File: config.mk
export PLATFORM = sky130hd
export DESIGN_NAME = depth_error_heatmap
export DESIGN_NICKNAME = d
export VERILOG_FILES = /design/src/design/deh_pkg.sv /design/src/design/deh_ctrl.sv /design/src/design/deh_datapath.sv /design/src/design/depth_error_heatmap.sv
export SDC_FILE = /design/constraint.sdc
export NUM_CORES = 2
export LEC_CHECK = 0
export BUFFER_PORTS_ARGS = -buffer_cell sky130_fd_sc_hd__buf_2
export CAP_MARGIN = 20
export CELL_PAD_IN_SITES_DETAIL_PLACEMENT = 1
export CELL_PAD_IN_SITES_GLOBAL_PLACEMENT = 2
export CORE_MARGIN = 3
export CORE_UTILIZATION = 40
export CTS_CLUSTER_SIZE = 28
export DETAILED_ROUTE_END_ITERATION = 10
export GPL_ROUTABILITY_DRIVEN = 0
export PLACE_DENSITY = 0.8
export SLEW_MARGIN = 5
export SYNTH_ARGS = -nofsm -noshare
export SYNTH_HDL_FRONTEND = slang
export SYNTH_SLANG_ARGS = --single-unit
File: constraint.sdc
create_clock -name clk_i -period 14.1 [get_ports clk_i]
set_input_delay 2.82 -clock clk_i [delete_from_list [all_inputs] [get_ports clk_i]]
set_output_delay 2.82 -clock clk_i [all_outputs]
set_load 0.05 [all_outputs]
File: src/design/deh_pkg.sv
// Shared types and constants of the depth error heatmap.
`default_nettype none
package deh_pkg;

  localparam int unsigned DefMaxPixels = 1048576;
  localparam logic [15:0] DefFarCutoff = 16'd9000;
  localparam logic [15:0] DefErrorScale = 16'd40;
  localparam int unsigned ColorSteps = 8;
  localparam int unsigned MseSteps = 60;
  localparam int unsigned StepW = 6;
  localparam int unsigned CntW = 21;
  localparam int unsigned SumW = 52;
  localparam int unsigned MseW = 40;

  typedef enum logic [0:0] {
    REG_FAR_CUTOFF  = 1'b0,
    REG_ERROR_SCALE = 1'b1
  } reg_idx_e;

  typedef struct packed {
    logic [15:0] reference_depth;
    logic [15:0] rebuilt_depth;
    logic        frame_end;
  } in_item_t;

  typedef struct packed {
    logic [7:0]      blue;
    logic [7:0]      green;
    logic [7:0]      red;
    logic [15:0]     pixel_error;
    logic            pixel_ok;
    logic            stats_ready;
    logic [15:0]     peak_error;
    logic [SumW-1:0] square_sum;
    logic [CntW-1:0] good_count;
    logic [MseW-1:0] mean_square_q8;
  } out_item_t;

  typedef struct packed {
    logic load_in;
    logic eval;
    logic setup;
    logic color_step;
    logic mse_load;
    logic mse_step;
    logic out_load;
  } cmd_t;

  typedef struct packed {
    logic last;
    logic out_free;
  } sts_t;

endpackage
`default_nettype wire

File: src/design/deh_ctrl.sv
// Controller state machine of the depth error heatmap.
`default_nettype none
module deh_ctrl
  import deh_pkg::*;
(
  input  wire  clk_i,
  input  wire  rst_ni,
  input  wire  in_valid_i,
  output logic in_ready_o,
  input  sts_t sts_i,
  output cmd_t cmd_o
);

  typedef enum logic [6:0] {
    ST_IDLE   = 7'b0000001,
    ST_EVAL   = 7'b0000010,
    ST_SETUP  = 7'b0000100,
    ST_COLOR  = 7'b0001000,
    ST_MSE_LD = 7'b0010000,
    ST_MSE    = 7'b0100000,
    ST_OUT    = 7'b1000000
  } state_e;

  state_e state_q, state_d;
  logic [StepW-1:0] step_q, step_d;

  always_comb begin
    state_d = state_q;
    step_d = step_q;
    cmd_o = '0;
    in_ready_o = 1'b0;
    case (state_q)
      ST_IDLE: begin
        in_ready_o = 1'b1;
        if (in_valid_i) begin
          cmd_o.load_in = 1'b1;
          state_d = ST_EVAL;
        end
      end
      ST_EVAL: begin
        cmd_o.eval = 1'b1;
        state_d = ST_SETUP;
      end
      ST_SETUP: begin
        cmd_o.setup = 1'b1;
        step_d = '0;
        state_d = ST_COLOR;
      end
      ST_COLOR: begin
        cmd_o.color_step = 1'b1;
        step_d = step_q + 1'b1;
        if (step_q == StepW'(ColorSteps - 1)) begin
          state_d = sts_i.last ? ST_MSE_LD : ST_OUT;
        end
      end
      ST_MSE_LD: begin
        cmd_o.mse_load = 1'b1;
        step_d = '0;
        state_d = ST_MSE;
      end
      ST_MSE: begin
        cmd_o.mse_step = 1'b1;
        step_d = step_q + 1'b1;
        if (step_q == StepW'(MseSteps - 1)) begin
          state_d = ST_OUT;
        end
      end
      ST_OUT: begin
        if (sts_i.out_free) begin
          cmd_o.out_load = 1'b1;
          state_d = ST_IDLE;
        end
      end
      default: begin
        state_d = ST_IDLE;
      end
    endcase
  end

  always_ff @(posedge clk_i or negedge rst_ni) begin
    if (!rst_ni) begin
      state_q <= ST_IDLE;
      step_q <= '0;
    end else begin
      state_q <= state_d;
      step_q <= step_d;
    end
  end

`ifndef SYNTHESIS
  a_load_to_eval: assert property (@(posedge clk_i) disable iff (!rst_ni)
    cmd_o.load_in |=> state_q == ST_EVAL) else $error("load not followed by eval");
  a_out_free: assert property (@(posedge clk_i) disable iff (!rst_ni)
    cmd_o.out_load |-> sts_i.out_free) else $error("output overwritten");
  a_color_end: assert property (@(posedge clk_i) disable iff (!rst_ni)
    (state_q == ST_COLOR && step_q == StepW'(ColorSteps - 1))
    |=> (state_q == ST_MSE_LD || state_q == ST_OUT)) else $error("color division overrun");
`endif

endmodule
`default_nettype wire

File: src/design/deh_datapath.sv
// Datapath: error, color division, frame statistics and mean square division.
`default_nettype none
module deh_datapath
  import deh_pkg::*;
#(
  parameter int unsigned MaxPixels = DefMaxPixels
) (
  input  wire         clk_i,
  input  wire         rst_ni,
  input  cmd_t        cmd_i,
  output sts_t        sts_o,
  input  in_item_t    in_data_i,
  input  logic [15:0] far_cutoff_i,
  input  logic [15:0] error_scale_i,
  output logic        out_valid_o,
  input  wire         out_ready_i,
  output out_item_t   out_data_o
);

  localparam logic [CntW-1:0] CntMax = {CntW{1'b1}};
  localparam logic [CntW-1:0] CntCap =
    (MaxPixels < (2 ** CntW - 1)) ? CntW'(MaxPixels) : CntMax;
  localparam logic [SumW-1:0] SumMax = {SumW{1'b1}};
  localparam int unsigned DivW = SumW + 8;

  logic [15:0] ref_q, rec_q;
  logic        last_q;
  logic [15:0] e_q;
  logic        ok_q;
  logic [31:0] sq_q;
  logic [15:0] peak_q;
  logic [SumW-1:0] acc_q;
  logic [CntW-1:0] cnt_q;
  logic [15:0] rem_q [3];
  logic [7:0]  quo_q [3];
  logic [2:0]  cflag_q;
  logic [7:0]  cval_q [3];
  logic [DivW-1:0] mdiv_q;
  logic [CntW-1:0] mrem_q;
  logic        out_valid_q;
  out_item_t   out_q;

  logic [15:0] rec_z, diff, s;
  logic        ok_c;
  logic [17:0] e4, s1, s2, s3, s4;
  logic [17:0] tr, tg, tb;
  logic [23:0] num [3];
  logic [2:0]  cflag_d;
  logic [7:0]  cval_d [3];
  logic        mag;
  logic [SumW:0] acc_sum;
  logic [CntW:0] mt;
  logic          mge;
  out_item_t     out_d;

  assign s = (error_scale_i == 16'd0) ? 16'd1 : error_scale_i;
  assign rec_z = (rec_q > far_cutoff_i) ? 16'd0 : rec_q;
  assign ok_c = (ref_q != 16'd0) && (rec_z < far_cutoff_i);
  assign diff = (ref_q > rec_z) ? (ref_q - rec_z) : (rec_z - ref_q);

  assign e4 = {e_q, 2'b00};
  assign s1 = {2'b00, s};
  assign s2 = {1'b0, s, 1'b0};
  assign s3 = s1 + s2;
  assign s4 = {s, 2'b00};
  assign mag = ({2'b00, e_q} > s1);
  assign tr = s2 - e4;
  assign tg = (e4 <= s1) ? e4 : (s4 - e4);
  assign tb = e4 - s2;
  assign num[0] = 24'({tb, 8'd0} - {8'd0, tb});
  assign num[1] = 24'({tg, 8'd0} - {8'd0, tg});
  assign num[2] = 24'({tr, 8'd0} - {8'd0, tr});

  always_comb begin
    cflag_d = 3'b111;
    cval_d[0] = 8'd0;
    cval_d[1] = 8'd0;
    cval_d[2] = 8'd0;
    if (mag) begin
      cval_d[0] = 8'd255;
      cval_d[2] = 8'd255;
    end else begin
      if ({e_q, 1'b0} <= s1[16:0]) begin
        cval_d[0] = 8'd0;
      end else if (e4 <= s3) begin
        cflag_d[0] = 1'b0;
      end else begin
        cval_d[0] = 8'd255;
      end
      if (e4 <= s1) begin
        cflag_d[1] = 1'b0;
      end else if (e4 <= s3) begin
        cval_d[1] = 8'd255;
      end else begin
        cflag_d[1] = 1'b0;
      end
      if (e4 <= s1) begin
        cval_d[2] = 8'd255;
      end else if (e4 <= s2) begin
        cflag_d[2] = 1'b0;
      end else begin
        cval_d[2] = 8'd0;
      end
    end
  end

  assign acc_sum = {1'b0, acc_q} + {{(SumW - 31){1'b0}}, sq_q};
  assign mt = {mrem_q, mdiv_q[DivW-1]};
  assign mge = (mt >= {1'b0, cnt_q});

  always_ff @(posedge clk_i) begin
    if (cmd_i.load_in) begin
      ref_q <= in_data_i.reference_depth;
      rec_q <= in_data_i.rebuilt_depth;
      last_q <= in_data_i.frame_end;
    end
    if (cmd_i.eval) begin
      ok_q <= ok_c;
      e_q <= ok_c ? diff : 16'd0;
      sq_q <= ok_c ? (diff * diff) : 32'd0;
    end
    if (cmd_i.setup) begin
      cflag_q <= cflag_d;
      for (int i = 0; i < 3; i++) begin
        cval_q[i] <= cval_d[i];
        rem_q[i] <= num[i][23:8];
        quo_q[i] <= num[i][7:0];
      end
    end
    if (cmd_i.color_step) begin
      for (int i = 0; i < 3; i++) begin
        if ({rem_q[i], quo_q[i][7]} >= {1'b0, s}) begin
          rem_q[i] <= 16'({rem_q[i], quo_q[i][7]} - {1'b0, s});
          quo_q[i] <= {quo_q[i][6:0], 1'b1};
        end else begin
          rem_q[i] <= {rem_q[i][14:0], quo_q[i][7]};
          quo_q[i] <= {quo_q[i][6:0], 1'b0};
        end
      end
    end
    if (cmd_i.mse_load) begin
      mdiv_q <= {acc_q, 8'd0};
      mrem_q <= '0;
    end
    if (cmd_i.mse_step) begin
      mrem_q <= mge ? CntW'(mt - {1'b0, cnt_q}) : mt[CntW-1:0];
      mdiv_q <= {mdiv_q[DivW-2:0], mge};
    end
    if (cmd_i.out_load) begin
      out_q <= out_d;
    end
  end

  always_comb begin
    out_d = '0;
    out_d.blue = ok_q ? (cflag_q[0] ? cval_q[0] : quo_q[0]) : 8'd0;
    out_d.green = ok_q ? (cflag_q[1] ? cval_q[1] : quo_q[1]) : 8'd0;
    out_d.red = ok_q ? (cflag_q[2] ? cval_q[2] : quo_q[2]) : 8'd0;
    out_d.pixel_error = e_q;
    out_d.pixel_ok = ok_q;
    out_d.stats_ready = last_q;
    if (last_q) begin
      out_d.peak_error = peak_q;
      out_d.square_sum = acc_q;
      out_d.good_count = cnt_q;
      if (cnt_q == '0) begin
        out_d.mean_square_q8 = '0;
      end else if (mdiv_q[DivW-1:MseW] != '0) begin
        out_d.mean_square_q8 = {MseW{1'b1}};
      end else begin
        out_d.mean_square_q8 = mdiv_q[MseW-1:0];
      end
    end
  end

  always_ff @(posedge clk_i or negedge rst_ni) begin
    if (!rst_ni) begin
      peak_q <= '0;
      acc_q <= '0;
      cnt_q <= '0;
      out_valid_q <= 1'b0;
    end else begin
      if (cmd_i.setup && ok_q) begin
        acc_q <= acc_sum[SumW] ? SumMax : acc_sum[SumW-1:0];
        if (cnt_q < CntCap) begin
          cnt_q <= cnt_q + 1'b1;
        end
        if (e_q > peak_q) begin
          peak_q <= e_q;
        end
      end else if (cmd_i.out_load && last_q) begin
        peak_q <= '0;
        acc_q <= '0;
        cnt_q <= '0;
      end
      if (cmd_i.out_load) begin
        out_valid_q <= 1'b1;
      end else if (out_ready_i) begin
        out_valid_q <= 1'b0;
      end
    end
  end

  assign sts_o.last = last_q;
  assign sts_o.out_free = !out_valid_q || out_ready_i;
  assign out_valid_o = out_valid_q;
  assign out_data_o = out_q;

endmodule
`default_nettype wire

File: src/design/depth_error_heatmap.sv
// Top level of the depth error heatmap with frame statistics.
//
// Input channel: in_valid_i / in_ready_o with one pixel item, a reference
// and a reconstructed depth plus a frame end flag. Output channel:
// out_valid_o / out_ready_i, one result item per pixel: jet color, error,
// valid flag and, on the frame's last pixel, peak error, sum of squares,
// valid count and mean square error in Q.8.
// One pixel is in work at a time. From acceptance to its result in the
// output register a pixel passes error and square, setup, and 8 steps
// of the three parallel color dividers. The last pixel of a frame then
// also passes the bit-serial mean square divider.
// A new pixel is taken once the previous result is loaded into the output
// register, so one result may wait there while the next pixel is at work.
// If the receiver stalls, the block holds the finished result and waits.
// Reset clears the statistics and the output valid flag; far_cutoff comes
// up as 9000 and error_scale as 40. Registers sit on the APB port at byte
// offsets 0 and 4; write them only while no pixel is in work.
`default_nettype none
module depth_error_heatmap
  import deh_pkg::*;
#(
  parameter int unsigned MaxPixels = DefMaxPixels
) (
  input  wire         clk_i,
  input  wire         rst_ni,
  input  wire         in_valid_i,
  output logic        in_ready_o,
  input  in_item_t    in_data_i,
  output logic        out_valid_o,
  input  wire         out_ready_i,
  output out_item_t   out_data_o,
  input  wire         psel,
  input  wire         penable,
  input  wire         pwrite,
  input  wire  [2:0]  paddr,
  input  wire  [31:0] pwdata,
  output logic [31:0] prdata,
  output logic        pready
);

  logic [15:0] far_cutoff_q, error_scale_q;
  cmd_t cmd;
  sts_t sts;
  reg_idx_e widx;

  assign pready = 1'b1;
  assign widx = reg_idx_e'(paddr[2]);

  always_ff @(posedge clk_i or negedge rst_ni) begin
    if (!rst_ni) begin
      far_cutoff_q <= DefFarCutoff;
      error_scale_q <= DefErrorScale;
    end else if (psel && penable && pwrite) begin
      case (widx)
        REG_FAR_CUTOFF: far_cutoff_q <= pwdata[15:0];
        REG_ERROR_SCALE: error_scale_q <= pwdata[15:0];
        default: far_cutoff_q <= far_cutoff_q;
      endcase
    end
  end

  always_comb begin
    case (widx)
      REG_FAR_CUTOFF: prdata = {16'd0, far_cutoff_q};
      REG_ERROR_SCALE: prdata = {16'd0, error_scale_q};
      default: prdata = '0;
    endcase
  end

  deh_ctrl u_ctrl (
    .clk_i      (clk_i),
    .rst_ni     (rst_ni),
    .in_valid_i (in_valid_i),
    .in_ready_o (in_ready_o),
    .sts_i      (sts),
    .cmd_o      (cmd)
  );

  deh_datapath #(
    .MaxPixels (MaxPixels)
  ) u_datapath (
    .clk_i         (clk_i),
    .rst_ni        (rst_ni),
    .cmd_i         (cmd),
    .sts_o         (sts),
    .in_data_i     (in_data_i),
    .far_cutoff_i  (far_cutoff_q),
    .error_scale_i (error_scale_q),
    .out_valid_o   (out_valid_o),
    .out_ready_i   (out_ready_i),
    .out_data_o    (out_data_o)
  );

endmodule
`default_nettype wire
# Word-level counts from Yosys, hierarchy flattened
# Memories as Yosys holds them, arrays and structs flattened.
# Cells that the tools add are included.
# Widths: inputs -> output; s select.
[op_classes]
mul = 1
n_bitwise = 14
n_shift = 0
magnitude_cmp = 14
reduce_logical = 25
add_sub_neg = 16
eq_ne = 15
muxes = 86
n_div = 0
[ops]
columns = ["operator", "n"]
rows = [
  ["$mux 16", 12],
  ["$mux 52", 3],
  ["$mux 8", 17],
  ["$mux 21", 6],
  ["$mux 60", 2],
  ["$sub 16x16->16", 5],
  ["$sub 24x18->24", 3],
  ["$gt 16x16->1", 4],
  ["$pmux 32 s2", 1],
  ["$add 52x32->53", 1],
  ["$ge 17x16->1", 3],
  ["$pmux 7 s7", 1],
  ["$mux 40", 1],
  ["$mux 1", 36],
  ["$mux 7", 5],
  ["$mul 16x16->32", 1],
  ["$ge 22x21->1", 1],
  ["$add 21x1->21 const B", 1],
  ["$logic_not 21->1", 1],
  ["$lt 21x21->1 const B", 1],
  ["$sub 21x21->21", 1],
  ["$reduce_bool 20->1", 1],
  ["$add 16x17->18", 1],
  ["$le 18x16->1", 1],
  ["other kinds (32)", 62],
]
[totals]
reg_bits = 472
mem_bits_ro = 0
output_inout_bits = 206
latchBits = 0
memories = 3
word_cells = 203
ramBits = 96
input_bits = 75
[mem_list]
columns = ["name", "depth", "width", "rd", "rd_ports_with_merged_regs", "wr", "line", "rtl"]
rows = [
  ["u_datapath.rem_q", 3, 16, 3, 0, 3, "deh_datapath.sv:34", "logic [15:0] rem_q [3];"],
  ["u_datapath.cval_q", 3, 8, 3, 0, 3, "deh_datapath.sv:37", "logic [7:0] cval_q [3];"],
  ["u_datapath.quo_q", 3, 8, 3, 0, 3, "deh_datapath.sv:35", "logic [7:0] quo_q [3];"],
]

# Depth between registers and ports, before layout
[depth]
ltp_word = 8
depth_mapped = 48
depth_no_buf = 46

# Modules after synthesis
# A second synthesis with hierarchy kept.
[hier_totals]
cells_unflattened = 4443
area_unflattened_um2 = 43789.5
[by_module_without_submodules]
columns = ["mod", "area_each_um2", "cells_per_inst", "n_inst"]
rows = [
  ["deh_datapath", 41390.9, 4249, 1],
  ["depth_error_heatmap", 1606.5, 105, 1],
  ["deh_ctrl", 792.0, 89, 1],
]

# Worst setup path after synthesis
# Ideal clock, no wire load.
[synth_path]
path_kind = "input to register"
start = "input port out_ready_i"
end = "register u_datapath.acc_q[47]"
path_slack_ns = 1.740
t_required_ns = 13.976
stages = 7
arrival_time_ns = 12.236
path_cell_list = "nand2b_1 nor2b_1 nand2_1 clkbuf_1 o21ai_0 a31oi_1 o31a_1"
[synth_rtl]
columns = ["item", "line", "rtl"]
rows = [
  ["start: declaration", "depth_error_heatmap.sv:30", "input wire out_ready_i,"],
  ["end signal: assignment", "deh_datapath.sv:184", "acc_q <= acc_sum[SumW] ? SumMax : acc_sum[SumW-1:0];"],
  ["end: declaration", "deh_datapath.sv:32", "logic [SumW-1:0] acc_q;"],
]

# Worst setup path in the final report
[layout_path]
start = "register far_cutoff_q[9]"
end = "register u_datapath.sq_q[31] (data pin)"
[layout_between]
elab_chain_len = 5
[layout_lines]
columns = ["item", "line", "rtl"]
rows = [
  ["start: declaration", "depth_error_heatmap.sv:41", "logic [15:0] far_cutoff_q, error_scale_q;"],
  ["start signal: assignment", "depth_error_heatmap.sv:51", "far_cutoff_q <= DefFarCutoff;"],
  ["start signal: assignment", "depth_error_heatmap.sv:55", "REG_FAR_CUTOFF: far_cutoff_q <= pwdata[15:0];"],
  ["start signal: assignment", "depth_error_heatmap.sv:57", "default: far_cutoff_q <= far_cutoff_q;"],
  ["$gt 16x16->1 *", "deh_datapath.sv:57", "assign rec_z = (rec_q > far_cutoff_i) ? 16'd0 : rec_q;"],
  ["$mux 16 *", "deh_datapath.sv:57", ""],
  ["$sub 16x16->16 / $gt 16x16->1 (equally long branches)", "deh_datapath.sv:59", "assign diff = (ref_q > rec_z) ? (ref_q - rec_z) : (rec_z - ref_q);"],
  ["$mux 16 *", "deh_datapath.sv:59", ""],
  ["via u_datapath.diff[7]", "deh_datapath.sv:43", "logic [15:0] rec_z, diff, s;"],
  ["$mul 16x16->32 *", "deh_datapath.sv:120", "sq_q <= ok_c ? (diff * diff) : 32'd0;"],
  ["end signal: assignment", "deh_datapath.sv:120", ""],
  ["end: declaration", "deh_datapath.sv:30", "logic [31:0] sq_q;"],
]
# Mark *: on every way through the listed nets, which the timed path passes. The rest lies on a longest branch.
# A chain may end at the register's enable or synchronous reset.

==> flow_metrics.env <==
export IMPL_num_vias=33900
export IMPL_min_period_over_period_pct=85.7
export IMPL_cpMaxStageDelayCell="nor2_2"
export IMPL_final_common_cell="inv_1"
export IMPL_antenna_found_initial=11
export IMPL_ys_ff_latch=545
export IMPL_startpoint_type="flop"
export IMPL_synth_ff_type="edfxtp_1"
export IMPL_worst_path_most_repeated_cell="fa_1"
export IMPL_yosysSeqAreaShare_pct=36.4
export IMPL_synthDominantCellAreaShare_pct=28.5
export IMPL_final_nets=5335
export IMPL_path_max_fanout=19
export IMPL_fin_ws_ns=2.02
export IMPL_hold_buffers=0
export IMPL_cts_root_buf="clkbuf_16"
export IMPL_endpoint_kind="flop"
export IMPL_setup_violations=0
export IMPL_synth_mux_area_share_pct=2.62
export IMPL_core_area_um2=106000
export IMPL_die_area_um2=112000
export IMPL_min_period_ns=12.08
export IMPL_grt_busiest_layer="met2"
export IMPL_fmax_mhz=82.8
export IMPL_overflow=0
export IMPL_worstSkewPairLatency_ns=0.64
export IMPL_syn_area_per_cell_um2=9.70
export IMPL_synth_xor_area_share_pct=5.08
export IMPL_grt_pass1_wl_um=209000
export IMPL_dp_slack_ns=1.89
export IMPL_drtIter0Drc=1891
export IMPL_async_reset_ff_share_pct=24.8
export IMPL_avgViaCountPerCell=5.54
export IMPL_relSlewSlack_pct=23.8
export IMPL_met1_usage_pct=33.9
export IMPL_yosys_area_share_simple_pct=15.1
export IMPL_use_met3_pct=3.44
export IMPL_drc=0
export IMPL_yosysTopAreaCell="edfxtp_1"
export IMPL_syn_area_um2=43100
export IMPL_finClkSkew_ns=0.0340
export IMPL_grt_pass1_vias=35400
export IMPL_cp_arrival_ns=12.42
export IMPL_clockBufferDepth=3
export IMPL_cts_buffers=68
export IMPL_synth_edf_count=409
export IMPL_wl_per_cell_um=22.0
export IMPL_worstHoldPathType="flop to flop"
export IMPL_drive_gt1_share_pct=11.5
export IMPL_synth_area_leaders="edfxtp_1 28%, ha_1 12%, fa_1 8.1%, dfrtp_1 7.4%, inv_1 3.8%"
export IMPL_dp_hpwl_um=101000
export IMPL_grt_max_degree=144
export IMPL_syn_to_final_growth_pct=11.9
export IMPL_ctsResizeCount=0
export IMPL_firstDrtPassIters=5
export IMPL_slowest_delay_ns=0.69
export IMPL_synth_top_family_by_area="adder cells"
export IMPL_h_tree_depth=3
export IMPL_hold_viol_final=0
export IMPL_die_w_um=334
export IMPL_critPathRequiredTime_ns=14.44
export IMPL_yosysUniqueCellTypes=115
export IMPL_layout_common_cells="441 x inv_1, 430 x nand2_1, 421 x ha_1"
export IMPL_synthCells=4443
export IMPL_cts_sinks=545
export IMPL_postCtsSetupBuffers=0
export IMPL_ant_nets=0
export IMPL_tightest_slew_ns=1.14
export IMPL_synthAdderAreaFrac_pct=20.3
export IMPL_cts_tree="done"
export IMPL_port_buffers=245
export IMPL_slew_viol_final=0
export IMPL_routed_wl_um=134000
export IMPL_dieHeight_um=334
export IMPL_clkSlewWorstSetupHoldPaths_ns=0.06
export IMPL_path_class="flop to flop"
export IMPL_fp_row_count=119
export IMPL_timing_setup_tns_ns=0
export IMPL_status="finished, final reports clean"
export IMPL_yosys_warnings=0
export IMPL_holdWs_ns=0.504
export IMPL_gr_usage_met2_pct=38.4
export IMPL_rsz0062_at_grt="no"
export IMPL_drv_cap=0
export IMPL_grtUsageTotal_pct=23.9
export IMPL_ios=281
export IMPL_start_util_pct=40.6
export IMPL_synth_compound_area_share_pct=14.8
registers in the layout, summed over array words and instances (netlist names), 6 cells and up:
register and cells:
error_scale_q 16, far_cutoff_q 16, u_ctrl.state_q 7, u_ctrl.step_q 6
u_datapath.acc_q 52, u_datapath.cnt_q 21, u_datapath.e_q 16, u_datapath.mdiv_q 60
u_datapath.mrem_q 21, u_datapath.out_data_o 171, u_datapath.peak_q 16, u_datapath.quo_q 24
u_datapath.rec_q 16, u_datapath.ref_q 16, u_datapath.rem_q 48, u_datapath.sq_q 30
worst max-delay path, delay by kind of cell (launching register included):
kind	cells	cell delay (ns)
AND/OR/NAND/NOR	8	2.35
multiplexers	1	0.20
flip-flops	1	0.52
buffers and inverters	6	0.95
AO/OA/AOI/OAI	12	2.56
adder cells (fa/ha/maj)	9	4.28
XOR/XNOR	3	0.91
logic make-up after synthesis:
family / Yosys count
xor+xnor: 243
buf+inv: 613
mux: 107
compound gates: 986
simple gates: 1352
fa+ha+maj: 595
other cells: 2
flops: 545
cell usage after synthesis, drive strengths merged (84+ instances only):
cell    number
nor2       349
clkbuf     114
ha         421
a21oi      307
dfrtp      127
nor3        84
a21o       129
xnor2      134
o21ai      174
inv        450
and2       117
xor2       109
nand2      434
fa         174
edfxtp     409
routing by layer:
metal  share of wire [%]  vias up
li1                    -    16000
met1                  47    17000
met2                  46      723
met3                 5.0      167
met4                 2.5        2
met5              0.0074        -
stage by stage:
step	cells	util, %	instance area, um^2
5_1_grt	6111	45.4	48200
6_report	6112	45.4	48200
4_1_cts	6109	45.4	48200
3_3_place_gp	5984	43.2	45900
3_5_place_dp	5984	43.2	45900
2_1_floorplan	4458	-	43200
final timing paths:
| check | slack [ns] | start | depth (start not counted) | end |
|---|---|---|---|---|
| worst min register to register | 0.50 | far_cutoff_q[7] | 1 | far_cutoff_q[7] |
| worst min-delay path | 0.50 | far_cutoff_q[7] | 1 | far_cutoff_q[7] |
| max in group asynchronous | 10.12 | rst_ni | 3 | u_datapath.cnt_q[10] |
| min in group asynchronous | 2.09 | rst_ni | 1 | far_cutoff_q[11] |
| worst max register to register | 2.02 | far_cutoff_q[9] | 39 | u_datapath.sq_q[31] |
| worst max-delay path | 2.02 | far_cutoff_q[9] | 39 | u_datapath.sq_q[31] |
final cells by class:
class                   instances  area (um^2)
diodes                          1         2.50
clock buffers                  91         1870
clock inverters                34          475
fillers                     12000        57900
inverters                     451         1700
multi-input cells            3300        25100
flip-flops and latches        545        15700
well taps                    1391         1740
repair buffers                299         1680
Power is left out: the tool's default activity adds up to more than one toggle a clock period on the data nets, which glitch-free logic cannot reach.
